===== src/hdl/grd_pkg.sv =====
// shared types, constants and helpers for the grid run detector
`default_nettype none

package grd_pkg;

    // field widths fixed by the symbol stream and the result format
    localparam int SYM_W   = 8;
    localparam int RUN_W   = 5;
    localparam int WIDTH_W = 8;
    localparam int TOTAL_W = 32;
    localparam int CFG_IDX_W  = 2;
    localparam int CFG_DATA_W = 8;

    // largest row the column store is built for
    localparam int DEFAULT_MAX_WIDTH = 128;

    // run counters stop here
    localparam logic [RUN_W-1:0] RUN_SAT = 5'd31;

    // register reset values
    localparam logic [SYM_W-1:0]   RST_HORIZ_SYMBOL = 8'd104;
    localparam logic [SYM_W-1:0]   RST_VERT_SYMBOL  = 8'd118;
    localparam logic [RUN_W-1:0]   RST_RUN_LENGTH   = 5'd5;
    localparam logic [WIDTH_W-1:0] RST_ROW_WIDTH    = 8'd101;

    // configuration register indexes
    typedef enum logic [CFG_IDX_W-1:0] {
        CFG_HORIZ_SYMBOL = 2'd0,
        CFG_VERT_SYMBOL  = 2'd1,
        CFG_RUN_LENGTH   = 2'd2,
        CFG_ROW_WIDTH    = 2'd3
    } t_cfg_idx;

    // configuration register set
    typedef struct packed {
        logic [SYM_W-1:0]   horiz_symbol;
        logic [SYM_W-1:0]   vert_symbol;
        logic [RUN_W-1:0]   run_length;
        logic [WIDTH_W-1:0] row_width;
    } t_cfg;

    // one result item
    typedef struct packed {
        logic               row_done;
        logic [TOTAL_W-1:0] vert_total;
        logic [TOTAL_W-1:0] horiz_total;
    } t_result;

    // saturating run counter step
    function automatic logic [RUN_W-1:0] bump_run(input logic [RUN_W-1:0] r);
        bump_run = (r >= RUN_SAT) ? RUN_SAT : r + 1'b1;
    endfunction

    // saturating total step
    function automatic logic [TOTAL_W-1:0] bump_total(input logic [TOTAL_W-1:0] t);
        bump_total = (t == {TOTAL_W{1'b1}}) ? t : t + 1'b1;
    endfunction

endpackage

`default_nettype wire


===== src/hdl/grid_run_detector.sv =====
// top level of the grid run detector
// Counts horizontal and vertical runs in a padded raster that streams in one
// symbol per transaction, row after row. Every accepted symbol gives exactly
// one result transaction carrying the two running totals (both saturating)
// and a last-of-row flag on tlast. A symbol is accepted in every cycle while
// the result side keeps up: the column is read from the run store at accept,
// updated and written back, with a bypass when the next symbol falls in the
// same column; the result transaction is offered from the result register
// after the stage register. After reset the run store is cleared one column
// per cycle with tready held low meanwhile; configuration writes are taken at
// any time but should only be made while the block is idle.
`default_nettype none

module grid_run_detector #(
    parameter int MAX_WIDTH = grd_pkg::DEFAULT_MAX_WIDTH
) (
    input  wire logic                              i_clk,
    input  wire logic                              i_rst_n,
    // configuration write port
    input  wire logic                              i_cfg_we,
    input  wire logic [grd_pkg::CFG_IDX_W-1:0]     i_cfg_index,
    input  wire logic [grd_pkg::CFG_DATA_W-1:0]    i_cfg_data,
    // symbol input
    input  wire logic                              i_s_tvalid,
    output logic                                   o_s_tready,
    input  wire logic [7:0]                        i_s_tdata,   // [7:0] symbol
    // result output
    output logic                                   o_m_tvalid,
    input  wire logic                              i_m_tready,
    output logic [63:0]                            o_m_tdata,   // [31:0] horiz_total, [63:32] vert_total
    output logic                                   o_m_tlast    // row_done
);

    localparam int CW    = (MAX_WIDTH > 1) ? $clog2(MAX_WIDTH) : 1;
    localparam int CMP_W = (CW + 1 > grd_pkg::WIDTH_W) ? CW + 1 : grd_pkg::WIDTH_W;
    localparam logic [CMP_W-1:0] MAXW_C    = CMP_W'(MAX_WIDTH);
    localparam logic [CW-1:0]    LAST_ADDR = CW'(MAX_WIDTH - 1);

    grd_pkg::t_cfg             r_cfg;
    logic [CW-1:0]             r_col_idx;
    logic [CW-1:0]             n_col_idx;
    logic                      r_clr_busy;
    logic [CW-1:0]             r_clr_addr;

    logic                      accept;
    logic                      can_take;
    logic                      last;
    logic [CMP_W-1:0]          rw_ext;
    logic [CMP_W-1:0]          eff_width;
    logic [CMP_W-1:0]          col_next;

    logic                      st_wr_en;
    logic [CW-1:0]             st_wr_addr;
    logic [grd_pkg::RUN_W-1:0] st_wr_data;
    logic                      mem_wr_en;
    logic [CW-1:0]             mem_wr_addr;
    logic [grd_pkg::RUN_W-1:0] mem_wr_data;
    logic [grd_pkg::RUN_W-1:0] rd_data;
    grd_pkg::t_result          result;

    // configuration registers
    always_ff @(posedge i_clk) begin
        if (!i_rst_n) begin
            r_cfg.horiz_symbol <= grd_pkg::RST_HORIZ_SYMBOL;
            r_cfg.vert_symbol  <= grd_pkg::RST_VERT_SYMBOL;
            r_cfg.run_length   <= grd_pkg::RST_RUN_LENGTH;
            r_cfg.row_width    <= grd_pkg::RST_ROW_WIDTH;
        end else if (i_cfg_we) begin
            case (grd_pkg::t_cfg_idx'(i_cfg_index))
                grd_pkg::CFG_HORIZ_SYMBOL: r_cfg.horiz_symbol <= i_cfg_data;
                grd_pkg::CFG_VERT_SYMBOL:  r_cfg.vert_symbol  <= i_cfg_data;
                grd_pkg::CFG_RUN_LENGTH:
                    r_cfg.run_length <= i_cfg_data[grd_pkg::RUN_W-1:0];
                grd_pkg::CFG_ROW_WIDTH:    r_cfg.row_width    <= i_cfg_data;
                default: ;
            endcase
        end
    end

    // input handshake
    assign o_s_tready = i_rst_n && !r_clr_busy && can_take;
    assign accept     = i_s_tvalid && o_s_tready;

    // column position and end of row
    always_comb begin
        rw_ext = CMP_W'(r_cfg.row_width);
        if (rw_ext == '0) begin
            eff_width = CMP_W'(1);
        end else if (rw_ext > MAXW_C) begin
            eff_width = MAXW_C;
        end else begin
            eff_width = rw_ext;
        end
        col_next  = CMP_W'(r_col_idx) + CMP_W'(1);
        last      = (col_next >= eff_width);
        n_col_idx = last ? '0 : col_next[CW-1:0];
    end

    always_ff @(posedge i_clk) begin
        if (!i_rst_n) begin
            r_col_idx <= '0;
        end else if (accept) begin
            r_col_idx <= n_col_idx;
        end
    end

    // clearing sweep of the run store after reset
    always_ff @(posedge i_clk) begin
        if (!i_rst_n) begin
            r_clr_busy <= 1'b1;
            r_clr_addr <= '0;
        end else if (r_clr_busy) begin
            r_clr_addr <= r_clr_addr + 1'b1;
            if (r_clr_addr == LAST_ADDR) begin
                r_clr_busy <= 1'b0;
            end
        end
    end

    // store write port shared by the sweep and the write-back
    always_comb begin
        if (r_clr_busy) begin
            mem_wr_en   = 1'b1;
            mem_wr_addr = r_clr_addr;
            mem_wr_data = '0;
        end else begin
            mem_wr_en   = st_wr_en;
            mem_wr_addr = st_wr_addr;
            mem_wr_data = st_wr_data;
        end
    end

    grd_colmem #(
        .DEPTH (MAX_WIDTH),
        .AW    (CW)
    ) u_colmem (
        .i_clk     (i_clk),
        .i_wr_en   (mem_wr_en),
        .i_wr_addr (mem_wr_addr),
        .i_wr_data (mem_wr_data),
        .i_rd_en   (accept),
        .i_rd_addr (r_col_idx),
        .o_rd_data (rd_data)
    );

    grd_stage #(
        .CW (CW)
    ) u_stage (
        .i_clk       (i_clk),
        .i_rst_n     (i_rst_n),
        .i_cfg       (r_cfg),
        .i_accept    (accept),
        .i_sym       (i_s_tdata),
        .i_col       (r_col_idx),
        .i_last      (last),
        .i_rd_data   (rd_data),
        .o_can_take  (can_take),
        .o_wr_en     (st_wr_en),
        .o_wr_addr   (st_wr_addr),
        .o_wr_data   (st_wr_data),
        .o_res_valid (o_m_tvalid),
        .i_res_ready (i_m_tready),
        .o_result    (result)
    );

    // result packing
    assign o_m_tdata = {result.vert_total, result.horiz_total};
    assign o_m_tlast = result.row_done;

endmodule

`default_nettype wire


===== src/hdl/grd_colmem.sv =====
// column run store: one write port, one registered read port
`default_nettype none

module grd_colmem #(
    parameter int DEPTH = grd_pkg::DEFAULT_MAX_WIDTH,
    parameter int AW    = 7
) (
    input  wire logic                     i_clk,
    input  wire logic                     i_wr_en,
    input  wire logic [AW-1:0]            i_wr_addr,
    input  wire logic [grd_pkg::RUN_W-1:0] i_wr_data,
    input  wire logic                     i_rd_en,
    input  wire logic [AW-1:0]            i_rd_addr,
    output logic      [grd_pkg::RUN_W-1:0] o_rd_data
);

    logic [grd_pkg::RUN_W-1:0] r_mem [DEPTH];
    logic [grd_pkg::RUN_W-1:0] r_rd_data;

    // write port
    always_ff @(posedge i_clk) begin
        if (i_wr_en) begin
            r_mem[i_wr_addr] <= i_wr_data;
        end
    end

    // registered read, old data on a same-address write
    always_ff @(posedge i_clk) begin
        if (i_rd_en) begin
            r_rd_data <= r_mem[i_rd_addr];
        end
    end

    assign o_rd_data = r_rd_data;

endmodule

`default_nettype wire


===== src/hdl/grd_stage.sv =====
// update stage: run counters, totals and the result register
`default_nettype none

module grd_stage #(
    parameter int CW = 7
) (
    input  wire logic                         i_clk,
    input  wire logic                         i_rst_n,
    input  wire grd_pkg::t_cfg                i_cfg,
    // accepted symbol with its column position
    input  wire logic                         i_accept,
    input  wire logic [grd_pkg::SYM_W-1:0]    i_sym,
    input  wire logic [CW-1:0]                i_col,
    input  wire logic                         i_last,
    input  wire logic [grd_pkg::RUN_W-1:0]    i_rd_data,
    output logic                              o_can_take,
    // column store write-back
    output logic                              o_wr_en,
    output logic [CW-1:0]                     o_wr_addr,
    output logic [grd_pkg::RUN_W-1:0]         o_wr_data,
    // result
    output logic                              o_res_valid,
    input  wire logic                         i_res_ready,
    output grd_pkg::t_result                  o_result
);

    logic                          r_s1_valid;
    logic [grd_pkg::SYM_W-1:0]     r_sym;
    logic [CW-1:0]                 r_col;
    logic                          r_last;
    logic                          r_fwd_hit;
    logic [grd_pkg::RUN_W-1:0]     r_fwd_val;
    logic [grd_pkg::RUN_W-1:0]     r_row_run;
    logic [grd_pkg::TOTAL_W-1:0]   r_horiz;
    logic [grd_pkg::TOTAL_W-1:0]   r_vert;
    logic                          r_out_valid;
    grd_pkg::t_result              r_out;

    logic                          s1_adv;
    logic [grd_pkg::RUN_W-1:0]     need;
    logic [grd_pkg::RUN_W-1:0]     col_run_old;
    logic [grd_pkg::RUN_W-1:0]     n_row_run;
    logic [grd_pkg::RUN_W-1:0]     n_col_run;
    logic [grd_pkg::TOTAL_W-1:0]   n_horiz;
    logic [grd_pkg::TOTAL_W-1:0]   n_vert;
    logic                          h_match;
    logic                          v_match;

    // stage moves on when the result register is free or being emptied
    assign s1_adv     = r_s1_valid && (!r_out_valid || i_res_ready);
    assign o_can_take = !r_s1_valid || s1_adv;

    // run updates for the symbol in the stage register
    always_comb begin
        need        = (i_cfg.run_length == '0) ? grd_pkg::RUN_W'(1) : i_cfg.run_length;
        col_run_old = r_fwd_hit ? r_fwd_val : i_rd_data;
        h_match     = (r_sym == i_cfg.horiz_symbol);
        v_match     = (r_sym == i_cfg.vert_symbol);
        n_row_run   = h_match ? grd_pkg::bump_run(r_row_run) : '0;
        n_col_run   = v_match ? grd_pkg::bump_run(col_run_old) : '0;
        n_horiz     = (h_match && (n_row_run >= need)) ?
                      grd_pkg::bump_total(r_horiz) : r_horiz;
        n_vert      = (v_match && (n_col_run >= need)) ?
                      grd_pkg::bump_total(r_vert) : r_vert;
    end

    assign o_wr_en   = s1_adv;
    assign o_wr_addr = r_col;
    assign o_wr_data = n_col_run;

    // stage register and bypass of a write-back that the read missed
    always_ff @(posedge i_clk) begin
        if (!i_rst_n) begin
            r_s1_valid <= 1'b0;
            r_fwd_hit  <= 1'b0;
        end else begin
            if (i_accept) begin
                r_s1_valid <= 1'b1;
                r_fwd_hit  <= s1_adv && (r_col == i_col);
            end else if (s1_adv) begin
                r_s1_valid <= 1'b0;
            end
        end
    end

    always_ff @(posedge i_clk) begin
        if (i_accept) begin
            r_sym     <= i_sym;
            r_col     <= i_col;
            r_last    <= i_last;
            r_fwd_val <= n_col_run;
        end
    end

    // row run and totals
    always_ff @(posedge i_clk) begin
        if (!i_rst_n) begin
            r_row_run <= '0;
            r_horiz   <= '0;
            r_vert    <= '0;
        end else if (s1_adv) begin
            r_row_run <= r_last ? '0 : n_row_run;
            r_horiz   <= n_horiz;
            r_vert    <= n_vert;
        end
    end

    // result register
    always_ff @(posedge i_clk) begin
        if (!i_rst_n) begin
            r_out_valid <= 1'b0;
        end else if (s1_adv) begin
            r_out_valid <= 1'b1;
        end else if (i_res_ready) begin
            r_out_valid <= 1'b0;
        end
    end

    always_ff @(posedge i_clk) begin
        if (s1_adv) begin
            r_out.horiz_total <= n_horiz;
            r_out.vert_total  <= n_vert;
            r_out.row_done    <= r_last;
        end
    end

    assign o_res_valid = r_out_valid;
    assign o_result    = r_out;

endmodule

`default_nettype wire


===== config.mk =====
export PLATFORM = sky130hd
export DESIGN_NAME = grid_run_detector
export DESIGN_NICKNAME = d
export VERILOG_FILES = /design/src/hdl/grd_pkg.sv /design/src/hdl/grid_run_detector.sv /design/src/hdl/grd_colmem.sv /design/src/hdl/grd_stage.sv
export SDC_FILE = /design/constraint.sdc
export NUM_CORES = 1
export LEC_CHECK = 0
export BUFFER_PORTS_ARGS = -buffer_cell sky130_fd_sc_hd__buf_2
export CELL_PAD_IN_SITES_DETAIL_PLACEMENT = 0
export CELL_PAD_IN_SITES_GLOBAL_PLACEMENT = 1
export CORE_MARGIN = 8
export CORE_UTILIZATION = 38
export CTS_CLUSTER_DIAMETER = 100
export CTS_CLUSTER_SIZE = 28
export DETAILED_ROUTE_END_ITERATION = 16
export PLACE_DENSITY = 0.56
export SYNTH_ARGS = -nofsm -noshare
export SYNTH_HDL_FRONTEND = slang
export SYNTH_SLANG_ARGS = --single-unit

===== constraint.sdc =====
create_clock -name i_clk -period 23.2 [get_ports i_clk]
set_input_delay 0 -clock i_clk [delete_from_list [all_inputs] [get_ports i_clk]]
set_output_delay 0 -clock i_clk [all_outputs]
set_load 0.1 [all_outputs]

==> flow_summary.toml <==
[yosys]
async_flop_share_pct = 0
synthMuxAreaShare_pct = 14.47
synth-edff-count = 731
synth_xor_xnor_area_share_pct = 3.587
netlist_instances = 2116
synth_top_family_by_area = "multiplexers"
synth.avg_cell_area_um2 = 16.50
compound_cell_area_share_of_the_yosys_netlist_pct = 1.870
synth_flop_cell = "edfxtp_1"
synth.lib_cells_used.distinct = 61
yosys.area_share.simple_pct = 8.140
syn_nets = 2163
synth.yosys.warnings = 0
syn_std_cell_area_mm2 = 0.03492
seq_area_frac_synth_pct = 69.51
postSynthRegisterBits = 847
synth-adder-area-share_pct = 0.8922

[global_route]
gr_met1_demand_resource_pct = 21.60
grt_max_degree = 163
global_route.overflow_total = 0
grt_pass1_wl_um = 124300
use_met3_pct = 1.862
global_route.peak_usage_layer = "met2"
grtUsageMet2_pct = 28.07
via_count_of_the_first_global_routing_pass = 18463
antenna_found_initial = 2
global_route.usage.total_pct = 15.98

[critical_path]
end_kind = "register"
required_time_reported_for_the_critical_path_endpoint_ps = 23590
cp-start-kind = "register"
cp_data_arrival_time_ps = 4800
worstSetupPathType = "reg -> reg"
critical_path_peak_fanout = 89

[detailed_routing]
detail_route.drc_violations = 0
drt_first_pass_iters = 5
vias_per_cell = 5.341
detail_route.wirelength_um = 83360
first_iter_violations = 1306
route.antenna.remaining_nets = 0
routedWlPerCell_um = 24.50
route.vias.total = 18177

[sta]
worst_slew_margin_rel_pct = 20.93
tightest_slew_ps = 1174
finalSetupTns_ps = 0
setup_viol = 0
worst_clock_skew_ps = 38.65
drv_slew = 0
max_clock_freq_mhz = 226.6
final-hold-violation-count = 0
fin_hold_ws_ps = 58.06
rsz0062_at_grt = "no"
final.period_utilization_pct = 19.02
min_tclk_post_route_ps = 4413

[placed_design]
placer_congestion_estimate = 0.7662
dpl_cell_area_mm2 = 0.03673
portBuffers = 89
hpwl_um = 52710

[clocking]
tritoncts_clock_tree = "yes"
clock_sinks = 847
cts_made_buffers = 39
cts_max_path_buffers = 3
post_cts.repair.setup_buffers = 0
cts.htree.levels = 2
clock_transition_at_the_registers_of_the_reported_paths_ps = 110
clk-insertion-delay-late_ps = 630
cts_root_buffer = "clkbuf_16"

[power]
sw_frac_of_total_pct = 20.85
powerDensity_mw_per_mm2 = 65.17
leakagePower_uw = 0.01364
clock_power_share_pct = 32.5
power.switching_uw = 519.0
cellInternalPower_uw = 1971
share_seq_of_total_power_pct = 65.7
comb_power_share_pct = 1.7
vdd_drop_max_v = 0.00005543

[layout]
n_antenna_cell = 0
layout.nets = 2248
area_growth_from_synthesis_to_layout_pct = 9.384
layout_cell_share_with_drive_strength_beyond_1_pct = 18.94
layout.cell_area.non_filler_mm2 = 0.03820

[floorplan]
area_enclosed_by_the_die_boundary_mm2 = 0.1019
die_x_um = 319.1
placement_rows = 111
initial_core_util_pct = 38.21
core_mm2 = 0.09139
floorplan.die.height_um = 319.1
top_level_ports = 90

[hold_path]
min-delay-path-class = "in -> reg"

[run]
drv.max_cap_violation_count = 0

[run_status]
status = "completed"
-- flip-flops by register name (all words and copies together), names as in the netlist, 7 cells and up --
register / count
u_stage.o_wr_addr: 7
u_stage.o_result: 65
rw_ext: 8
u_stage.r_vert: 32
r_cfg: 21
u_stage.r_horiz: 32
r_clr_addr: 7
u_colmem.r_mem: 640
u_stage.r_sym: 8
r_col_idx: 7
-- final cells by class --
type,count,area (um^2)
sequential,847,24290
inverter,25,96.34
clock inverter,14,160.2
clock buffer,43,991.0
timing repair buffer,152,1023
tap,1186,1484
multi-input combinational,1136,10160
fill,8200,53190
-- Yosys cell counts (14+ instances only) --
cell type / count / area [um^2]
a21oi_1: 37 / 185.2
and3_1: 24 / 150.1
buf_1: 20 / 75.07
clkbuf_1: 73 / 274.0
dfxtp_1: 116 / 2322
edfxtp_1: 731 / 21950
ha_1: 24 / 300.3
inv_1: 24 / 90.09
mux2i_1: 21 / 210.2
mux4_2: 210 / 4730
nand2_1: 156 / 585.6
nand3_1: 55 / 275.3
nand4_1: 14 / 87.58
nor2_1: 255 / 957.2
nor3_1: 40 / 200.2
nor4_1: 20 / 125.1
o21ai_0: 19 / 95.09
or3_1: 14 / 87.58
xnor2_1: 76 / 665.6
xor2_1: 67 / 586.8
-- per-stage QoR --
stage               power (uW)  utilization [%]  std cells  worst slack [ps]
floorplan                 1691                -       2116             15850
global placement          1711            40.19       3314             18550
detailed placement        1711            40.19       3314             18490
CTS                       2518            41.80       3403             18510
global route              2564            41.80       3403             18350
finish                    2490            41.80       3403             18790
-- power groups by stage --
stage | Combinational (uW) | Clock (uW) | Sequential [uW]
3_5_place_dp | 39.6 | 0 | 1670
6_report | 42.4 | 810 | 1640
3_3_place_gp | 39.0 | 0 | 1670
2_1_floorplan | 21.1 | 0 | 1670
4_1_cts | 43.3 | 837 | 1640
5_1_grt | 45.5 | 881 | 1640
-- metal layers --
layer | vias up | wire [um]
met5 | - | 0
met4 | 0 | 1188
met3 | 67 | 2643
met2 | 281 | 42580
met1 | 9554 | 36950
li1 | 8275 | -
-- placed cells by master (no fill, tap or decap), types with 3 or more instances in the layout --
master | synthesis | final
or4_1 | 5 | 5
or3_1 | 14 | 14
dlygate4sd3_1 | 1 | 32
buf_4 | 0 | 29
xor2_1 | 67 | 67
dfxtp_1 | 116 | 112
nor4_1 | 20 | 20
edfxtp_1 | 731 | 731
o31ai_1 | 6 | 6
mux2_2 | 10 | 10
nand2b_1 | 13 | 12
o32ai_1 | 5 | 5
xnor2_1 | 76 | 76
nand3_1 | 55 | 53
mux4_2 | 210 | 210
inv_6 | 0 | 5
a21o_1 | 8 | 8
a31oi_1 | 3 | 3
clkinv_8 | 0 | 4
o21ai_0 | 19 | 19
or2_2 | 4 | 4
nor3_1 | 40 | 38
mux2i_1 | 21 | 21
dfxtp_4 | 0 | 3
clkbuf_16 | 0 | 39
buf_2 | 12 | 89
nand2_1 | 156 | 156
inv_1 | 24 | 23
nor2_1 | 255 | 254
a22oi_1 | 6 | 6
nand3b_1 | 7 | 7
nand4_1 | 14 | 14
clkbuf_1 | 73 | 4
ha_1 | 24 | 24
and2_1 | 4 | 4
and3_1 | 24 | 24
a21oi_1 | 37 | 37
-- final timing paths --
kind,slack [ps],to,start,depth (start not counted)
worst min-delay path,60,r_col_idx[1],i_s_tvalid,4
worst min register to register,470,r_cfg[13],r_cfg[13],2
worst max register to register,18790,u_colmem.o_rd_data[0],r_col_idx[0],6
worst max-delay path,18790,u_colmem.o_rd_data[0],r_col_idx[0],6
-- timing repair --
action,in CTS,in global routing
hold endpoints to repair,45,0
hold buffers,32,0
gates resized for setup,0,0
-- cells by family after synthesis --
kind of cell               after synthesis
buffers and inverters                  133
DFF                                    847
muxes                                  241
xor gates and xnor gates               143
and+or+nand+nor                        626
AOI/OAI and AO/OA                      101
adders and majority gates               25
-- critical path, stage by stage (launching register included) --
cell and delay [ps]:
dfxtp_4 960, buf_12 500, buf_4 730, mux4_2 610, mux4_2 530, mux4_2 510, mux2_2 280
(Power assumes the default switching activity.)
